$ cat config.mk
export PLATFORM = sky130hd
export DESIGN_NAME = adaptive_sign_lms_predictor_reconstruct
export DESIGN_NICKNAME = d
export VERILOG_FILES = /design/src/hw/rtl/aslp_pkg.sv /design/src/hw/rtl/aslp_ram.sv /design/src/hw/rtl/aslp_mac.sv /design/src/hw/rtl/adaptive_sign_lms_predictor_reconstruct.sv
export SDC_FILE = /design/constraint.sdc
export NUM_CORES = 2
export LEC_CHECK = 0
export BUFFER_PORTS_ARGS = -buffer_cell sky130_fd_sc_hd__buf_4
export CAP_MARGIN = 20
export CORE_ASPECT_RATIO = 1.25
export CORE_MARGIN = 4
export CORE_UTILIZATION = 30
export CTS_CLUSTER_SIZE = 24
export DETAILED_ROUTE_END_ITERATION = 10
export PLACE_DENSITY_LB_ADDON = 0.25
export SLEW_MARGIN = 20
export SYNTH_ARGS = -nofsm -noshare
export SYNTH_HDL_FRONTEND = slang
export SYNTH_SLANG_ARGS = --single-unit
$ cat constraint.sdc
create_clock -name clk -period 11.08 [get_ports clk]
set_input_delay 2.216 -clock clk [delete_from_list [all_inputs] [get_ports clk]]
set_output_delay 2.216 -clock clk [all_outputs]
set_load 0.005 [all_outputs]
$ cat src/hw/rtl/aslp_pkg.sv
// Shared types, codes and arithmetic helpers for the sign-LMS predictor
// reconstruction block. No dependencies.
package aslp_pkg;

  // Request operation codes
  localparam logic [1:0] OP_START = 2'd0;
  localparam logic [1:0] OP_LOAD  = 2'd1;
  localparam logic [1:0] OP_RESID = 2'd2;

  // Configuration register indexes
  localparam logic [1:0] CFG_ORDER = 2'd0;
  localparam logic [1:0] CFG_SHIFT = 2'd1;
  localparam logic [1:0] CFG_WIDTH = 2'd2;
  localparam logic [1:0] CFG_INTEG = 2'd3;

  // Order code that selects the plain integrator
  localparam logic [4:0] ORDER_INTEG = 5'd31;
  // Frame position saturates here
  localparam logic [5:0] POS_MAX = 6'd33;

  // Accumulator operations of the shared MAC
  typedef enum logic [1:0] {
    ACC_HOLD = 2'd0,
    ACC_LOAD = 2'd1,
    ACC_ADD  = 2'd2,
    ACC_SUB  = 2'd3
  } acc_op_t;

  typedef struct packed {
    logic    mul_en;
    acc_op_t acc_op;
  } mac_ctrl_t;

  // Sequencer states, one-hot
  typedef enum logic [14:0] {
    ST_IDLE = 15'b000000000000001,
    ST_DISP = 15'b000000000000010,
    ST_TWT  = 15'b000000000000100,
    ST_SRD  = 15'b000000000001000,
    ST_SDIF = 15'b000000000010000,
    ST_SMUL = 15'b000000000100000,
    ST_SDRN = 15'b000000001000000,
    ST_FRND = 15'b000000010000000,
    ST_FY   = 15'b000000100000000,
    ST_ARD  = 15'b000001000000000,
    ST_ADIF = 15'b000010000000000,
    ST_AMUL = 15'b000100000000000,
    ST_HWR  = 15'b001000000000000,
    ST_OUT  = 15'b010000000000000,
    ST_SPR  = 15'b100000000000000
  } state_t;

  // Arithmetic shift right of a 32-bit word
  function automatic logic [31:0] asr32(input logic [31:0] x, input logic [3:0] s);
    return 32'($signed(x) >>> s);
  endfunction

  // Sign-wrap to the channel width (clamped to 8..32)
  function automatic logic [31:0] wrap_width(input logic [31:0] x, input logic [5:0] cw);
    logic [5:0]  w;
    logic [31:0] r;
    logic        sb;
    if (cw < 6'd8) begin
      w = 6'd8;
    end else if (cw > 6'd32) begin
      w = 6'd32;
    end else begin
      w = cw;
    end
    sb = x[5'(w - 6'd1)];
    for (int i = 0; i < 32; i++) begin
      r[i] = (6'(i) < w) ? x[i] : sb;
    end
    return r;
  endfunction

endpackage

$ cat src/hw/rtl/aslp_ram.sv
// Generic single-write, single-read RAM with registered read data.
// No dependencies.
module aslp_ram #(
  parameter int WIDTH = 32,
  parameter int DEPTH = 32,
  localparam int AW = (DEPTH > 1) ? $clog2(DEPTH) : 1
) (
  input  logic             clk,
  input  logic             we,
  input  logic [AW-1:0]    waddr,
  input  logic [WIDTH-1:0] wdata,
  input  logic             re,
  input  logic [AW-1:0]    raddr,
  output logic [WIDTH-1:0] rdata
);

  logic [WIDTH-1:0] mem_r [DEPTH];
  logic [WIDTH-1:0] rdata_r;

  always_ff @(posedge clk) begin
    if (we) begin
      mem_r[waddr] <= wdata;
    end
    if (re) begin
      rdata_r <= mem_r[raddr];
    end
  end

  assign rdata = rdata_r;

endmodule

$ cat src/hw/rtl/aslp_mac.sv
// Shared multiply-accumulate unit: registered 32x16 product (low 32 bits)
// feeding a wrapping 32-bit accumulator. Depends on aslp_pkg.
module aslp_mac
  import aslp_pkg::*;
(
  input  logic               clk,
  input  mac_ctrl_t          ctrl,
  input  logic [31:0]        mul_a,
  input  logic signed [15:0] mul_b,
  input  logic [31:0]        load_val,
  output logic [31:0]        acc
);

  logic [31:0]        prod_r;
  logic [31:0]        acc_r;
  logic signed [47:0] prod_full;

  // Multiplier stage
  assign prod_full = $signed(mul_a) * mul_b;

  always_ff @(posedge clk) begin
    if (ctrl.mul_en) begin
      prod_r <= prod_full[31:0];
    end
  end

  // Accumulator stage
  always_ff @(posedge clk) begin
    case (ctrl.acc_op)
      ACC_LOAD: acc_r <= load_val;
      ACC_ADD:  acc_r <= acc_r + prod_r;
      ACC_SUB:  acc_r <= acc_r - prod_r;
      default:  acc_r <= acc_r;
    endcase
  end

  assign acc = acc_r;

endmodule

$ cat src/hw/rtl/adaptive_sign_lms_predictor_reconstruct.sv
// Top level of the sign-LMS predictor reconstruction block: sequencer,
// history/coefficient RAMs and shared MAC. Depends on aslp_pkg, aslp_ram, aslp_mac.
//
// One residual request gives one sample. Start-frame and coefficient-load
// requests finish in the cycle they are accepted and give no result. A
// residual request occupies the block until its sample is loaded into the
// output register, and stalls there while the result side holds back the
// previous sample. Pass-through and the integrator path (also taken early in
// a frame) are short; a FIR order N (at most 30, the largest FIR order) reads
// N taps for the prediction and up to N for adaptation. Each tap costs a RAM read, a difference
// and one pass through the single shared multiplier; adaptation stops early
// once the residual's sign is spent. The sample history lives in a circular
// RAM whose fill count stands in for the all-zero reset; coefficients must
// be loaded before use. A finished sample waits in the output register
// while the next request is accepted.
module adaptive_sign_lms_predictor_reconstruct
  import aslp_pkg::*;
#(
  parameter int MAX_ORDER = 32
) (
  input  logic               clk,
  input  logic               rst_n,
  // Request channel
  input  logic               in_valid,
  output logic               in_ready,
  input  logic [1:0]         in_operation,
  input  logic [4:0]         in_coef_index,
  input  logic signed [15:0] in_coef_value,
  input  logic signed [31:0] in_residual,
  // Result channel
  output logic               out_valid,
  input  logic               out_ready,
  output logic signed [31:0] out_sample,
  // Configuration channel
  input  logic               cfg_valid,
  output logic               cfg_ready,
  input  logic [1:0]         cfg_index,
  input  logic [5:0]         cfg_data
);

  localparam int AW = (MAX_ORDER > 1) ? $clog2(MAX_ORDER) : 1;
  localparam int CW = $clog2(MAX_ORDER + 1);

  // Configuration registers
  logic [4:0] order_r;
  logic [3:0] qsh_r;
  logic [5:0] cw_r;
  logic       intf_r;

  // Control state
  state_t        state_r, state_nxt;
  logic [5:0]    pos_r, pos_nxt;
  logic [AW-1:0] head_r, head_nxt;
  logic [CW-1:0] fill_r, fill_nxt;
  logic [AW-1:0] k_r, k_nxt;
  logic          first_r, first_nxt;
  logic          hv_r;
  logic          out_valid_r, out_valid_nxt;

  // Datapath registers
  logic [31:0] x_r, x_nxt;
  logic [31:0] integ_r, integ_nxt;
  logic [31:0] top_r, top_nxt;
  logic [31:0] diff_r, diff_nxt;
  logic [31:0] term_r, term_nxt;
  logic [31:0] t_r, t_nxt;
  logic [31:0] y_r, y_nxt;
  logic [31:0] out_sample_r, out_sample_nxt;

  // RAM and MAC hookup
  logic          hist_we, hist_re;
  logic [AW-1:0] hist_waddr, hist_raddr, hist_ridx;
  logic [31:0]   hist_rdata;
  logic          coef_we, coef_re;
  logic [AW-1:0] coef_waddr;
  logic [15:0]   coef_wdata, coef_rdata;
  mac_ctrl_t     mac_ctrl;
  logic [31:0]   mac_a, mac_load, acc;
  logic [15:0]   mac_b;

  // Helpers
  logic          in_acc, cfg_acc;
  logic [AW-1:0] ford;
  logic          is_integ, short_path, pass_path;
  logic [AW:0]   asum;
  logic [31:0]   hval, dd, hneg, half, integ_acc;
  logic          neg, up, brk, dz;
  logic [AW-1:0] kdist;

  assign in_acc    = in_valid && in_ready;
  assign cfg_acc   = cfg_valid && cfg_ready;
  assign in_ready  = (state_r == ST_IDLE);
  assign cfg_ready = 1'b1;
  assign out_valid = out_valid_r;
  assign out_sample = out_sample_r;

  // Effective FIR order, clamped to the storage
  assign ford = ({1'b0, order_r} > 6'(MAX_ORDER - 1)) ? AW'(MAX_ORDER - 1) : AW'(order_r);
  assign is_integ   = (order_r == ORDER_INTEG);
  assign pass_path  = (pos_r == 6'd0) || (ford == '0);
  assign short_path = is_integ || (pos_r <= 6'(ford));

  // Circular history addressing: tap k sits k entries past the newest
  assign asum = {1'b0, head_r} + {1'b0, hist_ridx};
  assign hist_raddr = (asum >= (AW+1)'(MAX_ORDER)) ? AW'(asum - (AW+1)'(MAX_ORDER))
                                                   : asum[AW-1:0];
  assign head_nxt = (head_r == '0) ? AW'(MAX_ORDER - 1) : head_r - 1'b1;
  assign hist_waddr = head_nxt;

  // Taps not yet filled since reset read as zero
  assign hval = hv_r ? hist_rdata : 32'd0;

  // Adaptation arithmetic
  assign neg  = x_r[31];
  assign dd   = top_r - hval;
  assign hneg = hval - top_r;
  assign dz   = (dd == 32'd0);
  assign up   = dd[31] ^ neg;
  assign brk  = neg ? !acc[31] : ((acc == 32'd0) || acc[31]);
  assign kdist = ford - k_r;
  assign half = (qsh_r == 4'd0) ? 32'd0 : (32'd1 << (qsh_r - 4'd1));
  assign integ_acc = (pos_r == 6'd0) ? 32'(in_residual)
                                     : wrap_width(32'(in_residual) + integ_r, cw_r);

  // Sequencer
  always_comb begin
    state_nxt      = state_r;
    pos_nxt        = pos_r;
    fill_nxt       = fill_r;
    k_nxt          = k_r;
    first_nxt      = first_r;
    out_valid_nxt  = out_valid_r;
    x_nxt          = x_r;
    integ_nxt      = integ_r;
    top_nxt        = top_r;
    diff_nxt       = diff_r;
    term_nxt       = term_r;
    t_nxt          = t_r;
    y_nxt          = y_r;
    out_sample_nxt = out_sample_r;
    hist_we        = 1'b0;
    hist_re        = 1'b0;
    hist_ridx      = k_r;
    coef_we        = 1'b0;
    coef_re        = 1'b0;
    coef_waddr     = k_r;
    coef_wdata     = dz ? coef_rdata : (up ? coef_rdata + 16'd1 : coef_rdata - 16'd1);
    mac_ctrl       = '{mul_en: 1'b0, acc_op: ACC_HOLD};
    mac_a          = diff_r;
    mac_b          = coef_rdata;
    mac_load       = 32'd0;

    // Result register drains independently
    if (out_valid_r && out_ready) begin
      out_valid_nxt = 1'b0;
    end

    case (state_r)
      ST_IDLE: begin
        if (in_acc) begin
          case (in_operation)
            OP_START: pos_nxt = 6'd0;
            OP_LOAD: begin
              coef_we    = ({1'b0, in_coef_index} < 6'(MAX_ORDER));
              coef_waddr = AW'(in_coef_index);
              coef_wdata = in_coef_value;
            end
            OP_RESID: begin
              if (intf_r) begin
                integ_nxt = integ_acc;
                x_nxt     = integ_acc;
              end else begin
                x_nxt     = in_residual;
              end
              state_nxt = ST_DISP;
            end
            default: ;
          endcase
        end
      end
      // Pick the path and fetch the oldest tap (or the newest for integrating)
      ST_DISP: begin
        if (pass_path) begin
          y_nxt     = x_r;
          state_nxt = ST_HWR;
        end else begin
          hist_re   = 1'b1;
          hist_ridx = short_path ? '0 : ford;
          state_nxt = ST_TWT;
        end
      end
      ST_TWT: begin
        if (short_path) begin
          y_nxt     = wrap_width(x_r + hval, cw_r);
          state_nxt = ST_HWR;
        end else begin
          top_nxt         = hval;
          mac_ctrl.acc_op = ACC_LOAD;
          mac_load        = 32'd0;
          k_nxt           = '0;
          first_nxt       = 1'b1;
          state_nxt       = ST_SRD;
        end
      end
      // Prediction sum, one tap per pass
      ST_SRD: begin
        hist_re = 1'b1;
        coef_re = 1'b1;
        if (!first_r) begin
          mac_ctrl.acc_op = ACC_ADD;
        end
        state_nxt = ST_SDIF;
      end
      ST_SDIF: begin
        diff_nxt  = hval - top_r;
        state_nxt = ST_SMUL;
      end
      ST_SMUL: begin
        mac_ctrl.mul_en = 1'b1;
        first_nxt       = 1'b0;
        if (k_r == ford - 1'b1) begin
          state_nxt = ST_SDRN;
        end else begin
          k_nxt     = k_r + 1'b1;
          state_nxt = ST_SRD;
        end
      end
      ST_SDRN: begin
        mac_ctrl.acc_op = ACC_ADD;
        state_nxt       = ST_FRND;
      end
      // Round and shift the sum
      ST_FRND: begin
        t_nxt     = asr32(acc + half, qsh_r);
        state_nxt = ST_FY;
      end
      ST_FY: begin
        y_nxt = wrap_width(x_r + top_r + t_r, cw_r);
        if (x_r != 32'd0) begin
          mac_ctrl.acc_op = ACC_LOAD;
          mac_load        = x_r;
          k_nxt           = ford - 1'b1;
          first_nxt       = 1'b1;
          state_nxt       = ST_ARD;
        end else begin
          state_nxt = ST_HWR;
        end
      end
      // Sign-sign adaptation, next-to-oldest tap first
      ST_ARD: begin
        hist_re = 1'b1;
        coef_re = 1'b1;
        if (!first_r) begin
          mac_ctrl.acc_op = ACC_SUB;
        end
        state_nxt = ST_ADIF;
      end
      ST_ADIF: begin
        if (!first_r && brk) begin
          state_nxt = ST_HWR;
        end else begin
          coef_we   = 1'b1;
          term_nxt  = up ? hneg : dd;
          state_nxt = ST_AMUL;
        end
      end
      ST_AMUL: begin
        mac_ctrl.mul_en = 1'b1;
        mac_a           = asr32(term_r, qsh_r);
        mac_b           = 16'(kdist);
        first_nxt       = 1'b0;
        if (k_r == '0) begin
          state_nxt = ST_HWR;
        end else begin
          k_nxt     = k_r - 1'b1;
          state_nxt = ST_ARD;
        end
      end
      // Push the new sample into the history
      ST_HWR: begin
        hist_we = 1'b1;
        if (fill_r != CW'(MAX_ORDER)) begin
          fill_nxt = fill_r + 1'b1;
        end
        if (pos_r != POS_MAX) begin
          pos_nxt = pos_r + 6'd1;
        end
        state_nxt = ST_OUT;
      end
      ST_OUT: begin
        if (!out_valid_r || out_ready) begin
          out_valid_nxt  = 1'b1;
          out_sample_nxt = y_r;
          state_nxt      = ST_IDLE;
        end
      end
      default: state_nxt = ST_IDLE;
    endcase
  end

  // Control registers
  always_ff @(posedge clk) begin
    if (!rst_n) begin
      state_r     <= ST_IDLE;
      pos_r       <= 6'd0;
      head_r      <= '0;
      fill_r      <= '0;
      k_r         <= '0;
      first_r     <= 1'b0;
      hv_r        <= 1'b0;
      out_valid_r <= 1'b0;
      integ_r     <= 32'd0;
      order_r     <= 5'd0;
      qsh_r       <= 4'd9;
      cw_r        <= 6'd16;
      intf_r      <= 1'b0;
    end else begin
      state_r     <= state_nxt;
      pos_r       <= pos_nxt;
      fill_r      <= fill_nxt;
      k_r         <= k_nxt;
      first_r     <= first_nxt;
      out_valid_r <= out_valid_nxt;
      integ_r     <= integ_nxt;
      if (hist_we) begin
        head_r <= head_nxt;
      end
      if (hist_re) begin
        hv_r <= (CW'(hist_ridx) < fill_r);
      end
      if (cfg_acc) begin
        case (cfg_index)
          CFG_ORDER: order_r <= cfg_data[4:0];
          CFG_SHIFT: qsh_r   <= cfg_data[3:0];
          CFG_WIDTH: cw_r    <= cfg_data;
          CFG_INTEG: intf_r  <= cfg_data[0];
          default: ;
        endcase
      end
    end
  end

  // Payload registers
  always_ff @(posedge clk) begin
    x_r          <= x_nxt;
    top_r        <= top_nxt;
    diff_r       <= diff_nxt;
    term_r       <= term_nxt;
    t_r          <= t_nxt;
    y_r          <= y_nxt;
    out_sample_r <= out_sample_nxt;
  end

  // Sample history, circular
  aslp_ram #(.WIDTH(32), .DEPTH(MAX_ORDER)) u_hist (
    .clk   (clk),
    .we    (hist_we),
    .waddr (hist_waddr),
    .wdata (y_r),
    .re    (hist_re),
    .raddr (hist_raddr),
    .rdata (hist_rdata)
  );

  // Coefficient bank
  aslp_ram #(.WIDTH(16), .DEPTH(MAX_ORDER)) u_coef (
    .clk   (clk),
    .we    (coef_we),
    .waddr (coef_waddr),
    .wdata (coef_wdata),
    .re    (coef_re),
    .raddr (k_r),
    .rdata (coef_rdata)
  );

  // Shared multiply-accumulate
  aslp_mac u_mac (
    .clk      (clk),
    .ctrl     (mac_ctrl),
    .mul_a    (mac_a),
    .mul_b    (mac_b),
    .load_val (mac_load),
    .acc      (acc)
  );

  // Checks
  a_fill_bound: assert property (@(posedge clk) disable iff (!rst_n)
    fill_r <= CW'(MAX_ORDER))
    else $error("history fill count overran depth");

  a_pos_bound: assert property (@(posedge clk) disable iff (!rst_n)
    pos_r <= POS_MAX)
    else $error("frame position past saturation");

  a_head_bound: assert property (@(posedge clk) disable iff (!rst_n)
    head_r <= AW'(MAX_ORDER - 1))
    else $error("history head out of range");

  a_resid_busy: assert property (@(posedge clk) disable iff (!rst_n)
    (in_acc && in_operation == OP_RESID) |=> !in_ready)
    else $error("residual request did not occupy the sequencer");

  a_hist_once: assert property (@(posedge clk) disable iff (!rst_n)
    hist_we |=> (state_r == ST_OUT) && !hist_we)
    else $error("history written outside the commit step");

endmodule
# Word-level counts from Yosys, hierarchy flattened
# Memory sizes are Yosys's and may differ from the RTL's. A register that Yosys moved wholly into a read port is not among the register bits.
# Index checks and enable logic that the tools add are counted.
[op_classes]
reduce_logical = 42
n_mul = 1
add_sub_neg = 24
magnitude_cmp = 104
eq_ne = 37
n_mux = 177
bitwise = 3
shifts = 3
[ops]
columns = ["cell", "count"]
rows = [
  ["two-way mux 32 bit", 10],
  ["< comparator 5 x 6 -> 1 bit (first input constant)", 48],
  ["one-hot mux 15 bit (14 select lines)", 1],
  ["adder 32 bit", 6],
  ["one-hot mux 32 bit (3 select lines)", 2],
  ["< comparator 4 x 6 -> 1 bit (first input constant)", 24],
  ["two-way mux 1 bit", 118],
  ["two-way mux 16 bit", 6],
  ["subtractor 32 bit", 3],
  ["< comparator 3 x 6 -> 1 bit (first input constant)", 12],
  ["two-way mux 13 bit", 5],
  ["zero test 32 bit", 2],
  [">>> shifter 32 x 4 -> 32 bit", 2],
  ["two-way mux 5 bit", 12],
  ["two-way mux 6 bit", 8],
  ["two-way mux 15 bit", 3],
  ["< comparator 1 x 6 -> 1 bit (first input constant)", 6],
  ["< comparator 2 x 6 -> 1 bit (first input constant)", 6],
  ["subtractor 5 x 1 -> 5 bit (second input constant)", 7],
  ["multiplier 32 x 16 -> 32 bit", 1],
  ["nonzero test 32 bit", 1],
  ["<< shifter 1 x 4 -> 32 bit (first input constant)", 1],
  ["one-hot mux 5 bit (4 select lines)", 1],
  ["< comparator 5 x 6 -> 1 bit (second input constant)", 3],
  ["57 further kinds", 103],
]
[totals]
mem_bits_rw = 1536
output_inout_bits = 35
regBits = 376
input_bits = 68
n_memories = 2
[mem_list]
columns = ["memory", "words", "width", "rd", "rd_clocked_by_memory_dff", "write_ports", "line_no", "rtl"]
rows = [
  ["u_hist.mem_r", 32, 32, 1, 1, 1, "aslp_ram.sv:17", "logic [WIDTH-1:0] mem_r [DEPTH];"],
  ["u_coef.mem_r", 32, 16, 1, 1, 1, "aslp_ram.sv:17", ""],
]

# Logic depth before layout (Yosys ltp)
[depth]
word_depth = 11
mapped_depth = 38
depth_no_buf = 36

# Cells and area by module
# A second synthesis with hierarchy kept.
[unflattened]
hier_cells = 9102
area_unflattened_um2 = 109675.2
[by_module_without_submodules]
columns = ["module", "n_inst", "cells_per_inst", "area_per_inst_um2"]
rows = [
  ["aslp_ram at u_hist", 1, 2260, 40812.9],
  ["adaptive_sign_lms_predictor_reconstruct", 1, 3892, 31746.7],
  ["aslp_ram at u_coef", 1, 1143, 20694.8],
  ["aslp_mac", 1, 1807, 16420.7],
]

# Least setup slack after synthesis
# OpenSTA, ideal clock, no wires.
[synth_path]
path_type = "register -> register"
start = "register state_r[2]"
end = "register u_mac.prod_r[31], data pin"
path_stages_with_launch = 33
n_path_buf = 3
path_slack_ns = 2.317
arrival_time_ns = 8.505
required_time_ns = 10.822
period_less_slack_ns = 8.763
path_cell_list = "dfxtp_1 -> or4_1 -> nor4_2 -> nand2_1 -> nor3b_4 -> inv_2 -> buf_2 -> clkbuf_1 -> clkbuf_1 -> o21ai_0 -> nand2_1 -> fa_1 -> fa_1 -> fa_1 -> fa_1 -> inv_1 -> fa_1 -> inv_1 -> fa_1 -> inv_1 -> ha_1 -> and2_1 -> o21a_1 -> or3_1 -> o21a_1 -> a311o_1 -> and3_1 -> o21bai_1 -> a21oi_1 -> o31a_1 -> o21ai_0 -> nand2b_1 -> xnor2_1"
[synth_between]
elab_chain_len = 3
word_cells_on_any_way = 4
cone_classes = "mul (1); eq/ne (1); mux (2)"
[synth_lines]
columns = ["element", "line_no", "rtl"]
rows = [
  ["from (decl)", "adaptive_sign_lms_predictor_reconstruct.sv:51", "state_t state_r, state_nxt;"],
  ["from (signal assigned)", "adaptive_sign_lms_predictor_reconstruct.sv:318", "state_r <= state_nxt;"],
  ["== test 15 x 12 -> 1 bit (*)", "adaptive_sign_lms_predictor_reconstruct.sv:158", "case (state_r)"],
  ["two-way mux 32 bit / two-way mux 16 bit (equally long branches)", "adaptive_sign_lms_predictor_reconstruct.sv:158", ""],
  ["multiplier 32 x 16 -> 32 bit (*)", "aslp_mac.sv:19", "assign prod_full = $signed(mul_a) * mul_b;"],
  ["net u_mac.prod_full[31]", "aslp_mac.sv:16", "logic signed [47:0] prod_full;"],
  ["to (signal assigned)", "aslp_mac.sv:23", "prod_r <= prod_full[31:0];"],
  ["to (decl)", "aslp_mac.sv:14", "logic [31:0] prod_r;"],
]
# Mark *: on every way through the listed nets, which the timed path passes. The rest lies on a longest branch.
# A chain may end at the register's enable or synchronous reset.

# Final worst setup path
[layout_path]
start = "register k_r[1]"
end = "register u_mac.prod_r[31], data pin"
[layout_between]
elab_chain_len = 3
[layout_lines]
columns = ["element", "line_no", "rtl"]
rows = [
  ["from (decl)", "adaptive_sign_lms_predictor_reconstruct.sv:55", "logic [AW-1:0] k_r, k_nxt;"],
  ["from (signal assigned)", "adaptive_sign_lms_predictor_reconstruct.sv:321", "k_r <= k_nxt;"],
  ["subtractor 5 bit", "adaptive_sign_lms_predictor_reconstruct.sv:120", "assign kdist = ford - k_r;"],
  ["two-way mux 16 bit", "adaptive_sign_lms_predictor_reconstruct.sv:158", ""],
  ["multiplier 32 x 16 -> 32 bit", "aslp_mac.sv:19", ""],
  ["net u_mac.prod_full[31]", "aslp_mac.sv:16", ""],
]
# The timed path passes the listed nets, and every way through them passes these cells.

==> run metrics <==
status finished with violations; failing checks DRC; most common cell after layout, fill and taps aside edfxtp_1; Detailed Route Iter0 Violations 5,792; Tmin final 9.35 ns; Die H 674 um; Synth Net Count 8,627; Die ar. 364,000 sq um; Most common cell on crit path fa_1; first-pass GRT wire length 491,000 um; Critical Path Max Stage Delay 0.83 ns; routed vias/inst 5.28; Bufs on Longest Clock Path 4; Ys Warns 0; clk root buf clkbuf_16; FMAX 0.107 GHz; crit path kind flip-flop to flip-flop; most frequent cells in the layout edfxtp_1, nand2_1, inv_1, nor2_1, mux4_2; H-tree levels 4; total gr overflow 0; final WL 339,000 um; Filler Cell Count 34,300; io pins 103; hold crit path type flip-flop to flip-flop; share of cells above drive strength 1 15.6%; Seq cells post-synth 1,959; Post-synth EDFFs 1,872; register area share after synthesis 54.5%; Site Rows 244; nets 8,734; Req. time, crit path 11.66 ns; CTS tree done; TritonCTS sink count 1,959; crit start category flip-flop; Final Hold Fails 0; Lkg Pwr 42.9 nW; Netlist cell types 113; Routability Congestion 0.913; post-route ant nets 0; DRC errors left 2; mapped cell area 106,000 sq um; via count 67,600; Avg Cell Area, Syn 13.5 sq um; largest net degree at the start of global routing 106; Post-synth top flop edfxtp_1; Initial Util 30.1%; area delta synth->final 12.6%; Crit-path slowest cell dfxtp_4; Worst-Skew Late Latency 0.88 ns; ranking of synthesized cells by area edfxtp_1, mux4_2, fa_1, ha_1, nand2_1; Port Buf Inserts 101; worst vdd ir 0.142 mV; Setup Viol. Count Final 0; clk slew on worst S/H paths 0.06 ns; CORE AREA 353,000 sq um; # Post-CTS Setup Buffers 0; CP endpoint kind flip-flop; HPWL Detailed 229,000 um; WP data arrival 9.92 ns; initial antenna violation count 20; cts bufs inserted 204; post-route setup TNS 0 ns; RSZ-0062 raised after global routing no; PwrDens 129 nW/um^2; fin. max-slew vios 0; slew margin rel. 18.2%; reported max-cap violation count 0; Synth Instances 7,868; Final period util 84.3%; Synth top area share 52.9%; Die X 540 um; crit path max fanout 47; vias in the first global route 69,600; DR pass1 iterations 9; Async S/R FF share, synth 0%; skew final 0.117 ns; CTS resizes 0; hold_buf cts 0; area leader, netlist edfxtp_1; WL/cell 26.5 um; overall power 0.0154 W; r2r setup slk 1.73 ns; GRT Total Usage 18.2%; Least-Margin Pin Slew 1.23 ns
## per-stage QoR
| stage | hold WS (ns) | util (%) | worst slack (ns) | instances | area (sq um) |
|---|---|---|---|---|---|
| after floorplan | 0.436 | - | 2.32 | 7868 | 106000 |
| after global placement | 0.444 | 32.1 | 1.67 | 12400 | 113000 |
| after detailed placement | 0.456 | 32.1 | 1.65 | 12400 | 113000 |
| final | 0.463 | 33.9 | 1.73 | 12800 | 120000 |
| after CTS | 0.465 | 33.9 | 1.66 | 12800 | 120000 |
| after global routing | 0.495 | 33.9 | 1.21 | 12800 | 120000 |
## routing by layer
layer | global-route usage (%) | share of wire (%) | wire length (um)
met2 | 32.2 | 51 | 172000
met4 | 6.92 | 4.3 | 14500
met5 | 0 | 0.022 | 74
met1 | 22.7 | 40 | 136000
met3 | 2.37 | 4.9 | 16400
## sequential cells by signal, summed over array words and instances (netlist names), 4 cells and up
name and cells:
pos_r 6, state_r 14, u_coef.mem_r 512, u_mac.prod_r 32, u_coef.rdata 16, integ_r 32
x_r 32, u_mac.acc 32, head_r 5, fill_r 6, y_r 32, top_r 32
out_sample 32, term_r 32, k_r 5, cw_r 6, t_r 32, u_hist.mem_r 1024
u_hist.rdata 32, qsh_r 4, ford 5, diff_r 32
## power breakdown
part / total, W / internal, W / switching, W
combinational: 0.000606 / 0.000198 / 0.000408
clock: 0.00672 / 0.00381 / 0.00291
sequential: 0.00808 / 0.00805 / 0.0000241
## worst max-delay path: cells and delay by family, from the launching register on
| kind | cells | cell delay (ns) |
|---|---|---|
| adder cells (fa/ha/maj) | 8 | 3.87 |
| AO/OA/AOI/OAI | 10 | 2.35 |
| buffers and inverters | 6 | 0.98 |
| flip-flops | 1 | 0.83 |
| AND/OR/NAND/NOR | 5 | 0.75 |
| XOR/XNOR | 2 | 0.26 |
## cells by family (layout without fill, tap and decap cells)
logic type                 Yosys count  count (layout)  synth area share, %
xor gates and xnor gates           327             327                 2.69
other                                1              10              0.00353
buffers and inverters              973            1235                 3.56
DFF                               1959            1959                 54.5
muxes                              686             686                 12.2
adders and majority gates          691             691                 10.6
and+or+nand+nor                   1908            1908                 8.27
AOI/OAI and AO/OA                 1323            1323                 8.24
## path summary, 6_finish.rpt
path	start	end	cells past startpoint
setup / recovery	k_r[1]	u_mac.prod_r[31]	31
hold / removal	integ_r[15]	integ_r[15]	2
setup reg to reg	k_r[1]	u_mac.prod_r[31]	31
hold reg to reg	integ_r[15]	integ_r[15]	2
## cell type report
| cell class | instances | area [sq um] | share of cell area, % |
|---|---|---|---|
| flip-flops and latches | 1959 | 58000 | 48.4 |
| multi-input cells | 4936 | 45100 | 37.6 |
| well taps | 4674 | 5850 | 4.89 |
| clock buffers | 255 | 5350 | 4.47 |
| inverters | 592 | 2220 | 1.86 |
| repair buffers | 282 | 2200 | 1.84 |
| clock inverters | 106 | 1020 | 0.855 |
| diodes | 9 | 22.5 | 0.0188 |
## synth_stat cells, types with 120 or more instances
cell	n
xnor2_1	207
clkbuf_1	292
a21oi_1	341
a21o_1	120
edfxtp_1	1872
mux4_2	477
inv_1	585
nor2_1	517
fa_1	346
mux2i_1	140
and3_1	146
o21ai_0	281
nand2_1	695
ha_1	345
xor2_1	120
Power figures use the tool's default switching activity.
